## config.mk

```make
export PLATFORM = sky130hd
export DESIGN_NAME = jdq_delay
export DESIGN_NICKNAME = d
export VERILOG_FILES = /design/src/design/jdq_pkg.sv /design/src/design/jdq_delay.sv
export SDC_FILE = /design/constraint.sdc
export NUM_CORES = 1
export LEC_CHECK = 0
export BUFFER_PORTS_ARGS = -buffer_cell sky130_fd_sc_hd__buf_2
export CELL_PAD_IN_SITES_DETAIL_PLACEMENT = 1
export CELL_PAD_IN_SITES_GLOBAL_PLACEMENT = 2
export CORE_MARGIN = 3
export CORE_UTILIZATION = 40
export CTS_BUF_LIST = sky130_fd_sc_hd__clkbuf_2 sky130_fd_sc_hd__clkbuf_4 sky130_fd_sc_hd__clkbuf_8
export CTS_CLUSTER_SIZE = 8
export DETAILED_ROUTE_END_ITERATION = 12
export GPL_ROUTABILITY_DRIVEN = 0
export PLACE_DENSITY = 0.9
export SYNTH_ARGS = -nofsm -noshare
export SYNTH_HDL_FRONTEND = slang
export SYNTH_SLANG_ARGS = --single-unit
```

## constraint.sdc

```tcl
create_clock -name clk -period 8.1 [get_ports clk]
set_input_delay 1.215 -clock clk [delete_from_list [all_inputs] [get_ports clk]]
set_output_delay 1.215 -clock clk [all_outputs]
set_load 0.05 [all_outputs]
```

## src/design/jdq_pkg.sv

```systemverilog
// shared types and constants for the packet jitter delay queue
`default_nettype none

package jdq_pkg;

    localparam int TIME_W     = 32;
    localparam int SEQ_W      = 16;
    localparam int DELAY_W    = 16;
    localparam int PORT_TAG_W = 16;
    localparam int CFG_IDX_W  = 3;
    localparam int CFG_DATA_W = 16;

    localparam logic [CFG_IDX_W-1:0] REG_JITTER_EN   = 3'd0;
    localparam logic [CFG_IDX_W-1:0] REG_INBOUND_EN  = 3'd1;
    localparam logic [CFG_IDX_W-1:0] REG_OUTBOUND_EN = 3'd2;
    localparam logic [CFG_IDX_W-1:0] REG_DELAY_LOW   = 3'd3;
    localparam logic [CFG_IDX_W-1:0] REG_DELAY_HIGH  = 3'd4;

    localparam logic ACT_ARRIVAL = 1'b0;
    localparam logic ACT_TICK    = 1'b1;

    localparam logic [1:0] KIND_PASS    = 2'd0;
    localparam logic [1:0] KIND_DELAYED = 2'd1;
    localparam logic [1:0] KIND_FULL    = 2'd2;

    typedef struct packed {
        logic [TIME_W-1:0] rel_time;
        logic [SEQ_W-1:0]  seq;
    } order_key_t;

endpackage

`default_nettype wire

```

## src/design/jdq_delay.sv

```systemverilog
// three-stage delay draw: span, multiply-high, offset
`default_nettype none

module jdq_delay (
    input  logic                        clk,
    input  logic [jdq_pkg::DELAY_W-1:0] delay_a,
    input  logic [jdq_pkg::DELAY_W-1:0] delay_b,
    input  logic [jdq_pkg::DELAY_W-1:0] rnd,
    output logic [jdq_pkg::DELAY_W-1:0] delay
);
    import jdq_pkg::*;

    logic [DELAY_W-1:0]     lo;
    logic [DELAY_W-1:0]     hi;
    logic [DELAY_W:0]       span_reg;
    logic [DELAY_W-1:0]     lo_reg;
    logic [DELAY_W-1:0]     lo2_reg;
    logic [DELAY_W-1:0]     rnd_reg;
    logic [2*DELAY_W:0]     prod_reg;
    logic [DELAY_W-1:0]     delay_reg;
    logic [DELAY_W:0]       delay_sum;

    assign lo = (delay_a < delay_b) ? delay_a : delay_b;
    assign hi = (delay_a < delay_b) ? delay_b : delay_a;
    assign delay_sum = {1'b0, lo2_reg} + prod_reg[2*DELAY_W:DELAY_W];

    always_ff @(posedge clk)
    begin
        span_reg  <= {1'b0, hi} - {1'b0, lo} + (DELAY_W+1)'(1);
        lo_reg    <= lo;
        rnd_reg   <= rnd;
        prod_reg  <= {{(DELAY_W+1){1'b0}}, rnd_reg} * {{DELAY_W{1'b0}}, span_reg};
        lo2_reg   <= lo_reg;
        delay_reg <= delay_sum[DELAY_W-1:0];
    end

    assign delay = delay_reg;

endmodule

`default_nettype wire

```

==> flow_summary.toml <==
[status]
status = "complete, no violations"

[grt]
track_usage_pct = 19.96
first_global_vias = 10280
grt_pass1_wl_mm = 53.94
grt_max_degree = 49
met2_usage_pct = 33.46
antenna_found_initial = 0
met3_usage_pct = 2.494
grt.busiest_layer = "met2"
grt_overflow = 0
grtUsageMet1_pct = 28.15

[cts]
ctsLongestPathBuffers = 2
cts_resized = 0
root_buffer = "clkbuf_8"
ctsHoldBuffers = 0
cts_buffers = 9
htreeDepth = 3
clkTransAtPathRegs_ns = 0.11
cts_tree = "built"
cts.sinks = 97
clkLatencyLatePin_ns = 0.38
post_cts_buffers = 0

[synth]
syn_nets = 1805
synth_area_sq_um = 12780
ys.flop_type = "dfxtp_1"
ys_seq_area_share_pct = 15.19
yosys_warnings = 0
yosysUniqueCellTypes = 56
syn_inst = 1404
synth_top_area_share_pct = 32.57
synth_edf_count = 0
syn-mean-instance-area_sq_um = 9.105
synthTopCellsByArea = "fa_1 (33%), dfxtp_1 (15%), ha_1 (14%), inv_1 (8.6%), and2_1 (6.4%)"
async_flop_share_pct = 0
ys_ff_latch = 97
synth_top_area_cell = "fa_1"

[route]
drt-total-wl_mm = 32.33
drc_errors = 0
antenna_left = 0
dr.pass1.iters = 4
drtIter0Drc = 389
viasPerCell = 5.064
dr_total_vias = 9302
drt-wirelength-per-cell_um = 17.60

[die]
core_sq_um = 31070
num_rows = 64
pin_count = 65
die_area_sq_um = 34140
die_w_um = 184.8
start_util_pct = 41.14
fp.dieH_um = 184.8

[finish]
largest_reg_flops = 17
ff_latch_area_sq_um = 1942
n_antenna_cell = 0
multi_input_area_sq_um = 9582
nets = 1838
syn_to_final_growth_pct = 6.753
fillers = 3650
fin_util_pct = 43.92
final_cells = 1837
drive_gt1_share_pct = 7.356

[timing]
min_period_ns = 6.449
finalMaxSlewViolations = 0
setup_viol = 0
timing.final.crit_share_pct = 79.62
fin_skew_ns = 0.02028
fin_setup_tns_ns = 0
clock.fmax_mhz = 155.1
slew_headroom_pct = 50.08
finalHoldViolations = 0
timing.hold.ws_ns = 0.3334
tightestPinTransition_ns = 0.7478
rsz0062_at_grt = "no"

[run]
maxCapViolCount = 0

[critical_path]
crit_path_start_kind = "flop"
cp-startpoint = "rnd_reg[7]$_DFF_P_"
reg2regPathDepth = 19
endpoint_kind = "flop"
rrSetupSlack_ns = 1.65
path_max_fanout = 17
critPathArrivalTime_ns = 6.72
worstReg2RegEnd = "prod_reg[31]$_DFF_P_"
critPathRequiredTime_ns = 8.37
path_class = "reg -> reg"
r2r_start = "rnd_reg[7]$_DFF_P_"

[hold_path]
hold_depth = 0
holdCritStartpoint = "lo_reg[14]$_DFF_P_"
hold_class = "reg -> reg"
min_to = "lo2_reg[14]$_DFF_P_"

[place]
dp_hpwl_mm = 27.38
dp.cells = 1822
io_buffers = 64
area by class of cell:
cell class                 instances  area share, %
multi-input combinational        971          70.21
sequential                        97          14.23
inverter                         292          8.032
tap                              396          3.631
timing repair buffer              66          2.457
clock buffer                       9         0.9077
clock inverter                     6         0.5318
worst max-delay path by stage:
| stage | end | slack (ns) | cells past startpoint |
|---|---|---|---|
| after global routing | prod_reg[31]$_DFF_P_ | 1.35 | 19 |
| after CTS | prod_reg[31]$_DFF_P_ | 1.67 | 19 |
| after global placement | prod_reg[29]$_DFF_P_ | 1.89 | 18 |
| after detailed placement | prod_reg[31]$_DFF_P_ | 1.73 | 18 |
| final | prod_reg[31]$_DFF_P_ | 1.65 | 19 |
| after floorplan | prod_reg[29]$_DFF_P_ | 2.23 | 21 |
cells by family (layout without fill, tap and decap cells):
family	count (synthesis)	count (layout)	synth area share [%]
and+or+nand+nor	396	396	15.37
adders and majority gates	352	352	46.67
buffers and inverters	336	373	9.964
AOI/OAI and AO/OA	166	166	8.623
DFF	97	97	15.19
xor gates and xnor gates	42	42	2.878
muxes	15	15	1.312
worst max-delay path: stages (launching register included):
cell and delay, ns:
dfxtp_1 0.75, nand2_1 0.17, fa_1 0.57, inv_1 0.06, fa_1 0.52, inv_1 0.06
fa_1 0.54, inv_1 0.05, fa_1 0.45, fa_1 0.57, inv_1 0.08, fa_1 0.49
inv_1 0.04, ha_1 0.30, a21o_2 0.20, a221o_1 0.43, o2111ai_1 0.29, and2_1 0.28
nor3_1 0.08, or3_1 0.37
Yosys cell counts, drive strengths merged (11+ instances only):
library cell and count:
mux2 14, a21o 19, o22ai 14, nand2b 19, and2 132, a21oi 41
xnor2 33, inv 292, nor2 23, ha 144, nand3 11, fa 208
clkbuf 39, o21ai 30, dfxtp 97, nand2 177
cells in the final DEF, fill, tap and decap left out, types with 4 or more instances in the layout:
cell type,count
inv_1,292
xor2_1,9
o21ai_0,29
o31ai_1,4
o22ai_1,14
o21bai_1,5
nand2_1,177
nor2_1,23
ha_1,144
dfxtp_1,97
a21o_1,18
o21a_1,6
nor2b_1,5
nand4_1,9
and3_1,4
a211oi_1,6
o2111ai_1,5
mux2_2,14
a31oi_1,7
buf_2,64
nand2b_1,19
nand3_1,11
xnor2_1,33
nor3_1,6
fa_1,208
and2_1,131
a21oi_1,41
clkbuf_8,9
per-stage QoR:
| step | worst slack (ns) | cell area (sq um) |
|---|---|---|
| final | 1.651 | 13650 |
| after global routing | 1.347 | 13650 |
| after CTS | 1.667 | 13650 |
| after detailed placement | 1.727 | 13450 |
| after global placement | 1.885 | 13450 |
| after floorplan | 2.234 | 12780 |
layer usage:
metal	up-vias	wire length, um	part of all wire (%)
li1	4420	-	-
met1	4698	15300	47
met2	158	15440	48
met3	26	1216	3.8
met4	0	384	1.2
met5	-	0	0
Power is not shown: default switching activity piles up to over one toggle a cycle in this logic, so the estimate is an artifact.
