--- src/design/jdq_pkg.sv ---
// shared types and constants for the packet jitter delay queue
`default_nettype none

package jdq_pkg;

    localparam int TIME_W     = 32;
    localparam int SEQ_W      = 16;
    localparam int DELAY_W    = 16;
    localparam int PORT_TAG_W = 16;
    localparam int CFG_IDX_W  = 3;
    localparam int CFG_DATA_W = 16;

    localparam logic [CFG_IDX_W-1:0] REG_JITTER_EN   = 3'd0;
    localparam logic [CFG_IDX_W-1:0] REG_INBOUND_EN  = 3'd1;
    localparam logic [CFG_IDX_W-1:0] REG_OUTBOUND_EN = 3'd2;
    localparam logic [CFG_IDX_W-1:0] REG_DELAY_LOW   = 3'd3;
    localparam logic [CFG_IDX_W-1:0] REG_DELAY_HIGH  = 3'd4;

    localparam logic ACT_ARRIVAL = 1'b0;
    localparam logic ACT_TICK    = 1'b1;

    localparam logic [1:0] KIND_PASS    = 2'd0;
    localparam logic [1:0] KIND_DELAYED = 2'd1;
    localparam logic [1:0] KIND_FULL    = 2'd2;

    typedef struct packed {
        logic [TIME_W-1:0] rel_time;
        logic [SEQ_W-1:0]  seq;
    } order_key_t;

endpackage

`default_nettype wire

--- src/design/jdq_order.sv ---
// release order comparator: earliest time first, then oldest arrival
`default_nettype none

module jdq_order (
    input  jdq_pkg::order_key_t      cand,
    input  jdq_pkg::order_key_t      best,
    input  logic [jdq_pkg::SEQ_W-1:0] counter,
    output logic                     earlier
);
    import jdq_pkg::*;

    logic [SEQ_W-1:0] cand_age;
    logic [SEQ_W-1:0] best_age;

    assign cand_age = counter - cand.seq;
    assign best_age = counter - best.seq;

    always_comb
    begin
        if (cand.rel_time != best.rel_time)
        begin
            earlier = cand.rel_time < best.rel_time;
        end
        else
        begin
            earlier = cand_age > best_age;
        end
    end

endmodule

`default_nettype wire

--- config.mk ---
export PLATFORM = sky130hd
export DESIGN_NAME = jdq_order
export DESIGN_NICKNAME = d
export VERILOG_FILES = /design/src/design/jdq_pkg.sv /design/src/design/jdq_order.sv
export SDC_FILE = /design/constraint.sdc
export NUM_CORES = 1
export LEC_CHECK = 0
export BUFFER_PORTS_ARGS = -buffer_cell sky130_fd_sc_hd__buf_2
export CELL_PAD_IN_SITES_DETAIL_PLACEMENT = 0
export CELL_PAD_IN_SITES_GLOBAL_PLACEMENT = 1
export CORE_MARGIN = 2
export CORE_UTILIZATION = 36
export DETAILED_ROUTE_END_ITERATION = 8
export MAX_ROUTING_LAYER = met4
export PLACE_DENSITY_LB_ADDON = 0.1
export SYNTH_ARGS = -nofsm -noshare
export SYNTH_HDL_FRONTEND = slang
export SYNTH_SLANG_ARGS = --single-unit
--- constraint.sdc ---
create_clock -name vclk -period 3.8
set_clock_uncertainty 0.05 [all_clocks]
set_input_delay 0.19 -clock vclk [all_inputs]
set_output_delay 0.19 -clock vclk [all_outputs]
set_load 0.01 [all_outputs]
==> impl_metrics.yaml, run 1 <==
floorplanning:
  start_util_pct: 36.6
  core_area_mm2: 0.00765
  die_w_um: 92.2
  num_rows: 32
  die_area_mm2: 0.00850
  die_y_um: 92.2
  num_io_pins: 113
drt:
  drt_wl_total_um: 6990
  avgRoutedWirePerCell_um: 11.8
  drtIter0Drc: 55
  drtAntennaViolNets: 0
  num_vias: 2983
  avgViaCountPerCell: 5.04
  drc_errors: 0
  firstDrtPassIters: 4
timing:
  drv_slew: 0
  tightest_slew_ns: 0.417
  fmax_ghz: 0.274
  hold_viol: 0
  setup_viol: 0
  worst_slack_ns: 0.151
  final.period_utilization_pct: 96.0
  max_slew_margin_pct: 71.9
  period_needed_ns: 3.65
grt:
  grt_usage_pct: 16.6
  grt_pass1_wl_um: 12000
  grt_pass1_vias: 2808
  global_route.overflow_total: 0
  antenna_found_initial: 0
  grt_max_degree: 10
critical_path:
  cp_max_fo: 4
  critPathArrivalTime_ns: 3.41
  worst_ep_required_time_ns: 3.56
  slowest_stage: "or3_4"
  cp_slowest_stage_delay_ns: 0.42
  crit_chain: "buf_2 -> inv_1 -> ha_1 -> inv_1 -> fa_1 -> a21o_1 -> a21oi_2 -> o21ai_2 -> a31o_4 -> a31oi_4 -> xor2_1 -> ha_1 -> nand4_1 -> or3_4 -> o21ai_0 -> nor3_1 -> o22ai_1 -> buf_2"
  crit_path_end_kind: "primary output"
  criticalPathCategory: "input pin to primary output"
  start_kind: "input pin"
logic_synthesis:
  ys_warn_count: 0
  syn-num-nets: 566
  ys_types: 51
  netlist_area_mm2: 0.00280
  avgSynthCellArea_um2: 7.47
  netlist_instances: 375
  yosysSeqAreaShare_pct: 0
final_layout:
  layout-drive-gt1-share_pct: 28.2
  seq_cells: 0
  postLayoutCoreUtil_pct: 46.7
  fillers: 796
  antennaDiodeCount: 0
  layout_common_cells: "buf_2 (113), ha_1 (76), inv_1 (75)"
  syn_to_final_growth_pct: 27.4
  seqCellArea_um2: 0
  nets: 683
  clockBufferCount: 0
  final_common_cell: "buf_2"
power:
  vdd_drop_max_mv: 0.0615
  leakage_uw: 0.00205
  p_per_area_mw_per_mm2: 160
flow_run:
  maxCapViolCount: 0
place:
  numPortBuffers: 113
  dp_slack_ns: 0.0342
  gp_congestion: 0.801
  dpl.hpwl_um: 6400
status:
  status: "complete, no violations"
clocking:
  holdBufCountCts: 0
hold_path:
  hold_path.class: "input pin to primary output"
==> layer usage <==
metal	up-vias	share of wire (%)	global-route usage (%)
li1	1580	-	-
met1	1316	48	22.2
met2	83	47	30.0
met3	4	4.6	0.329
met4	0	0.14	0
met5	-	0	-
==> final timing paths <==
check / end / cells past startpoint / slack (ns) / from
hold / removal: earlier / 5 / 0.89 / cand[31]
setup / recovery: earlier / 18 / 0.15 / counter[0]
==> cell families (layout without fill, tap and decap cells) <==
logic type	Yosys count	in the layout	share of synthesized area [%]
AOI/OAI and AO/OA	111	111	29.7
xor gates and xnor gates	25	25	7.82
adders and majority gates	79	79	35.8
buffers and inverters	77	192	10.4
muxes	1	1	0.357
and+or+nand+nor	82	82	15.9
==> what timing repair did <==
item | in CTS | in global routing
buffers inserted | 0 | 1
gates resized for setup | 0 | 8
setup endpoints to repair | 0 | 1
==> synthesized netlist by cell type (all sizes together) (2+ instances only) <==
library cell | instances | area [um2]
a21oi | 37 | 196
and3 | 3 | 18.8
nor2 | 14 | 52.6
o2111ai | 2 | 17.5
nor3 | 5 | 30.0
nand2 | 13 | 48.8
a211oi | 5 | 37.5
nand2b | 4 | 25.0
o21ai | 10 | 57.6
o21a | 7 | 52.6
or3 | 2 | 12.5
a2111oi | 2 | 42.5
nor4 | 4 | 31.3
nor2b | 10 | 62.6
xor2 | 12 | 105
o21bai | 4 | 30.0
ha | 77 | 963
nand3 | 9 | 45.0
a41oi | 2 | 17.5
o211ai | 5 | 37.5
inv | 75 | 282
xnor2 | 13 | 114
a31oi | 3 | 33.8
a211o | 2 | 17.5
fa | 2 | 40.0
a21o | 22 | 165
nand4 | 14 | 87.6
==> stage by stage <==
step           area [um2]  instances  power, uW  setup TNS [ns]  hold WS, ns
3_5_place_dp         3510        591        560               0        0.893
5_1_grt              3570        592        654         -0.0101        0.945
2_1_floorplan        2800        375        403               0        0.658
3_3_place_gp         3510        591        560               0        0.883
6_report             3570        592        570               0        0.893
4_1_cts              3510        591        565               0        0.894
==> critical path, delay by kind of cell <==
family	cells	cell delay, ns
simple gates	3	0.64
xor+xnor	1	0.08
compound gates	7	1.24
fa+ha+maj	3	0.86
buf+inv	4	0.38
==> final cells by class <==
class | instances | area (um2) | share of cell area [%]
Multi-Input combinational cell | 298 | 2560 | 71.9
Timing Repair Buffer | 117 | 596 | 16.7
Inverter | 75 | 282 | 7.89
Tap cell | 102 | 128 | 3.58
==> report_power, final <==
part	leakage, uW	switching (uW)	total [uW]	internal, uW
clock	0	0	0	0
sequential	0	0	0	0
combinational	0.00205	297	570	273
total	0.00205	297	570	273
Power figures use the tool's default switching activity.
==> run 2, diff against run 1 <==
--- a/config.mk
+++ b/config.mk
@@ -9,7 +9,7 @@
 export CELL_PAD_IN_SITES_DETAIL_PLACEMENT = 0
 export CELL_PAD_IN_SITES_GLOBAL_PLACEMENT = 1
 export CORE_MARGIN = 2
-export CORE_UTILIZATION = 36
+export CORE_UTILIZATION = 39
 export DETAILED_ROUTE_END_ITERATION = 8
 export MAX_ROUTING_LAYER = met4
 export PLACE_DENSITY_LB_ADDON = 0.1
==> constraint.sdc (replaced) <==
create_clock -name vclk -period 4.5
set_clock_uncertainty 0.05 [all_clocks]
set_input_delay 0.225 -clock vclk [all_inputs]
set_output_delay 0.225 -clock vclk [all_outputs]
set_load 0.01 [all_outputs]
==> run 2 against run 1 <==
  * Via count is 3.2% lower
  * Combinational power shrank 18%
  * Core utilization up 4.0 points
  * Highest routed layer unchanged
==> impl_metrics.yaml, run 2 (same netlist as run 1, synthesis figures left out) <==
power:
  p_per_area_mw_per_mm2: 134
  vdd_drop_max_mv: 0.0587
  leakage_uw: 0.00202
floorplanning:
  num_io_pins: 113
  die_area_mm2: 0.00788
  die_y_um: 88.8
  core_area_mm2: 0.00687
  die_w_um: 88.8
  start_util_pct: 40.8
  num_rows: 30
grt:
  grt_pass1_wl_um: 11200
  grt_max_degree: 10
  grt_pass1_vias: 2698
  antenna_found_initial: 0
  grt_usage_pct: 17.5
  global_route.overflow_total: 0
timing:
  setup_viol: 0
  rsz0062_at_grt: "false"
  tightest_slew_ns: 0.415
  drv_slew: 0
  period_needed_ns: 3.75
  hold_viol: 0
  whs_ns: 0.947
  final.period_utilization_pct: 83.4
  fin_tns_setup_ns: 0
  fmax_ghz: 0.267
  max_slew_margin_pct: 72.1
  worst_slack_ns: 0.749
hold_path:
  hold_path.class: "input pin to primary output"
  min_path_cells: 5
final_layout:
  layout-drive-gt1-share_pct: 26.3
  fillers: 716
  syn_to_final_growth_pct: 24.2
  layout_common_cells: "buf_2 (113), ha_1 (77), inv_1 (75)"
  final_cell_area_mm2: 0.00348
  clockBufferCount: 0
  seq_cells: 0
  antennaDiodeCount: 0
  final_common_cell: "buf_2"
  nets: 679
  seqCellArea_um2: 0
status:
  status: "complete, no violations"
place:
  place_area_mm2: 0.00348
  gp_congestion: 0.841
  numPortBuffers: 113
  dpl.hpwl_um: 6250
  dp_slack_ns: 0.730
flow_run:
  maxCapViolCount: 0
drt:
  drt_wl_total_um: 6850
  avgRoutedWirePerCell_um: 11.8
  drtIter0Drc: 75
  firstDrtPassIters: 4
  drtAntennaViolNets: 0
  num_vias: 2888
  drc_errors: 0
  avgViaCountPerCell: 4.96
clocking:
  post_cts_resized: 0
  postCtsSetupBuffers: 0
  holdBufCountCts: 0
critical_path:
  criticalPathCategory: "input pin to primary output"
  start_kind: "input pin"
  cp_slowest_stage_delay_ns: 0.41
  worst_ep_required_time_ns: 4.22
  crit_chain: "buf_2 -> inv_1 -> ha_1 -> fa_1 -> nor2b_1 -> o21ai_2 -> a2111oi_2 -> nor3b_1 -> a211o_1 -> ha_1 -> nand4_1 -> or3_1 -> o311ai_0 -> o22ai_1 -> buf_2"
  critPathArrivalTime_ns: 3.48
  slowest_stage: "a2111oi_2"
  cp_max_fo: 3
  crit_path_end_kind: "primary output"
==> run 2: worst paths after layout <==
path	startpoint	end
worst max-delay path	counter[0]	earlier
worst min-delay path	cand[31]	earlier
==> run 2: routing by layer <==
| metal | track usage, % | up-vias | part of all wire, % | wire (um) |
|---|---|---|---|---|
| met1 | 22.9 | 1235 | 49 | 3350 |
| met2 | 30.7 | 74 | 44 | 3030 |
| met5 | - | - | 0 | 0 |
| met3 | 0.933 | 4 | 6.0 | 410 |
| met4 | 1.24 | 0 | 0.80 | 55 |
| li1 | - | 1575 | - | - |
==> run 2: final cells by class <==
| class | count | area [um2] | area share [%] |
|---|---|---|---|
| inverter | 75 | 282 | 8.09 |
| multi-input combinational | 298 | 2510 | 72.2 |
| timing repair buffer | 113 | 566 | 16.3 |
| tap | 96 | 120 | 3.45 |
==> run 2: power breakdown <==
group          switching [uW]  total, uW  internal (uW)
Sequential                  0          0              0
Combinational             242        466            224
Clock                       0          0              0
Total                     242        466            224
==> run 2: through the flow <==
stage               total power, uW  std cells  util [%]
floorplan                       340        375         -
global placement                466        582      50.6
detailed placement              465        582      50.6
CTS                             470        582      50.6
global route                    535        582      50.6
finish                          466        582      50.6
==> run 2: worst max-delay path, delay by kind of cell <==
kind,cells,cell delay (ns)
AOI/OAI and AO/OA,5,1.22
adders and majority gates,3,0.90
buffers and inverters,3,0.28
and+or+nand+nor,4,0.84
==> run 3, diff against run 2 <==
--- a/config.mk
+++ b/config.mk
@@ -9,7 +9,7 @@
 export CELL_PAD_IN_SITES_DETAIL_PLACEMENT = 0
 export CELL_PAD_IN_SITES_GLOBAL_PLACEMENT = 1
 export CORE_MARGIN = 2
-export CORE_UTILIZATION = 39
+export CORE_UTILIZATION = 36
 export DETAILED_ROUTE_END_ITERATION = 8
 export MAX_ROUTING_LAYER = met4
 export PLACE_DENSITY_LB_ADDON = 0.1
==> constraint.sdc (replaced) <==
create_clock -name vclk -period 3.5
set_clock_uncertainty 0.05 [all_clocks]
set_input_delay 0.175 -clock vclk [all_inputs]
set_output_delay 0.175 -clock vclk [all_outputs]
set_load 0.01 [all_outputs]
==> run 3 against run 2 <==
  * Wire length up 3.5%
  * First-iteration DRC count down 28%
  * Setup slack worse by 0.61 ns
  * Combinational power up 42%
  * Sequential share of layout area unchanged
  * Count of clock-buffer cells in the layout unchanged
  * Largest cell class unchanged
  * Via count up 2.9%
==> impl_metrics.yaml, run 3 (same netlist as run 1, synthesis figures left out) <==
status:
  status: "complete, no violations"
drt:
  drc_errors: 0
  wl_met3_um: 390
  avgViaCountPerCell: 4.88
  drt-met1-wl_um: 3370
  avgRoutedWirePerCell_um: 11.6
  firstDrtPassIters: 4
  highest_layer: "met3"
  drtAntennaViolNets: 0
  drtIter0Drc: 54
  drt_wl_total_um: 7090
  num_vias: 2972
  wl_met2_um: 3340
final_layout:
  fillers: 803
  instances_no_fill: 609
  antennaDiodeCount: 0
  final_common_cell: "buf_2"
  nets: 700
  syn_to_final_growth_pct: 33.8
  seq_cells: 0
  clockBufferCount: 0
  seqCellArea_um2: 0
  layout-drive-gt1-share_pct: 32.1
  layout_common_cells: "buf_2 (111), ha_1 (75), inv_1 (74)"
critical_path:
  crit_path_end_kind: "primary output"
  slowest_stage: "fa_2"
  worst_ep_required_time_ns: 3.27
  cp_max_fo: 3
  crit_chain: "buf_8 -> inv_4 -> ha_4 -> fa_2 -> nor2b_2 -> o21ai_2 -> a2111oi_4 -> nor3b_2 -> buf_4 -> xnor2_2 -> ha_1 -> nand4_1 -> or3_4 -> o21ai_2 -> nor3_2 -> o22ai_1 -> buf_2"
  start_kind: "input pin"
  crit_path_frequent_cell: "o21ai_2"
  criticalPathCategory: "input pin to primary output"
  cp_slowest_stage_delay_ns: 0.40
  critPathArrivalTime_ns: 3.13
  crit_family: "adder cells"
  path_buf_inv: 4
power:
  p_per_area_mw_per_mm2: 177
  leakage_uw: 0.00214
  vdd_drop_max_mv: 0.0709
timing:
  tightest_slew_ns: 0.472
  hold_viol: 0
  fin_tns_setup_ns: 0
  max_slew_margin_pct: 68.2
  final.period_utilization_pct: 96.0
  setup_viol: 0
  rsz0062_at_grt: "true"
  fmax_ghz: 0.298
  drv_slew: 0
  period_needed_ns: 3.36
place:
  dpl.hpwl_um: 6370
  gp_congestion: 0.789
  placedCellCount: 608
  numPortBuffers: 113
grt:
  antenna_found_initial: 0
  grt_pass1_wl_um: 11900
  grt_pass1_vias: 2758
  global_route.overflow_total: 0
  grt_usage_pct: 16.5
  grt_max_degree: 9
floorplanning:
  die_y_um: 92.2
  num_io_pins: 113
  die_w_um: 92.2
  start_util_pct: 36.6
  die_area_mm2: 0.00850
  core_area_mm2: 0.00765
  num_rows: 32
hold_path:
  hold_path.class: "input pin to primary output"
flow_run:
  maxCapViolCount: 0
run 3: final timing paths:
kind	startpoint	cells after the start	slack, ns	to
worst min-delay path	cand[31]	5	0.87	earlier
worst max-delay path	counter[0]	17	0.14	earlier
run 3: cell type report:
cell class	count	area [um2]	area share, %
multi-input combinational	298	2600	69.3
tap	102	128	3.40
timing repair buffer	134	739	19.7
inverter	75	284	7.58
run 3: through the flow:
step | cell area [um2] | hold WS (ns) | util [%] | total power [uW] | worst slack [ns]
2_1_floorplan | 2800 | 0.628 | - | 437 | 0.209
3_3_place_gp | 3640 | 0.851 | 47.5 | 631 | -0.0903
3_5_place_dp | 3640 | 0.858 | 47.5 | 632 | -0.116
4_1_cts | 3650 | 0.860 | 47.8 | 644 | 0.00332
5_1_grt | 3750 | 0.921 | 49.0 | 755 | -0.0588
6_report | 3750 | 0.869 | 49.0 | 663 | 0.140
run 3: repair_timing:
action / in CTS / in global routing
pin swaps: 2 / 21
hold buffers: 0 / 0
gates cloned: 0 / 0
resized for setup: 4 / 20
setup endpoints to repair: 1 / 1
setup buffers: 0 / 1
run 3: where the power goes:
group	total [uW]	switching, uW	internal [uW]
clock network	0	0	0
logic	663	334	329
registers	0	0	0
total	663	334	329
run 3: layer usage:
metal,vias up,global-route usage (%)
li1,1612,-
met1,1287,22.5
met2,73,28.9
met3,0,0.822
met4,0,0
met5,-,-
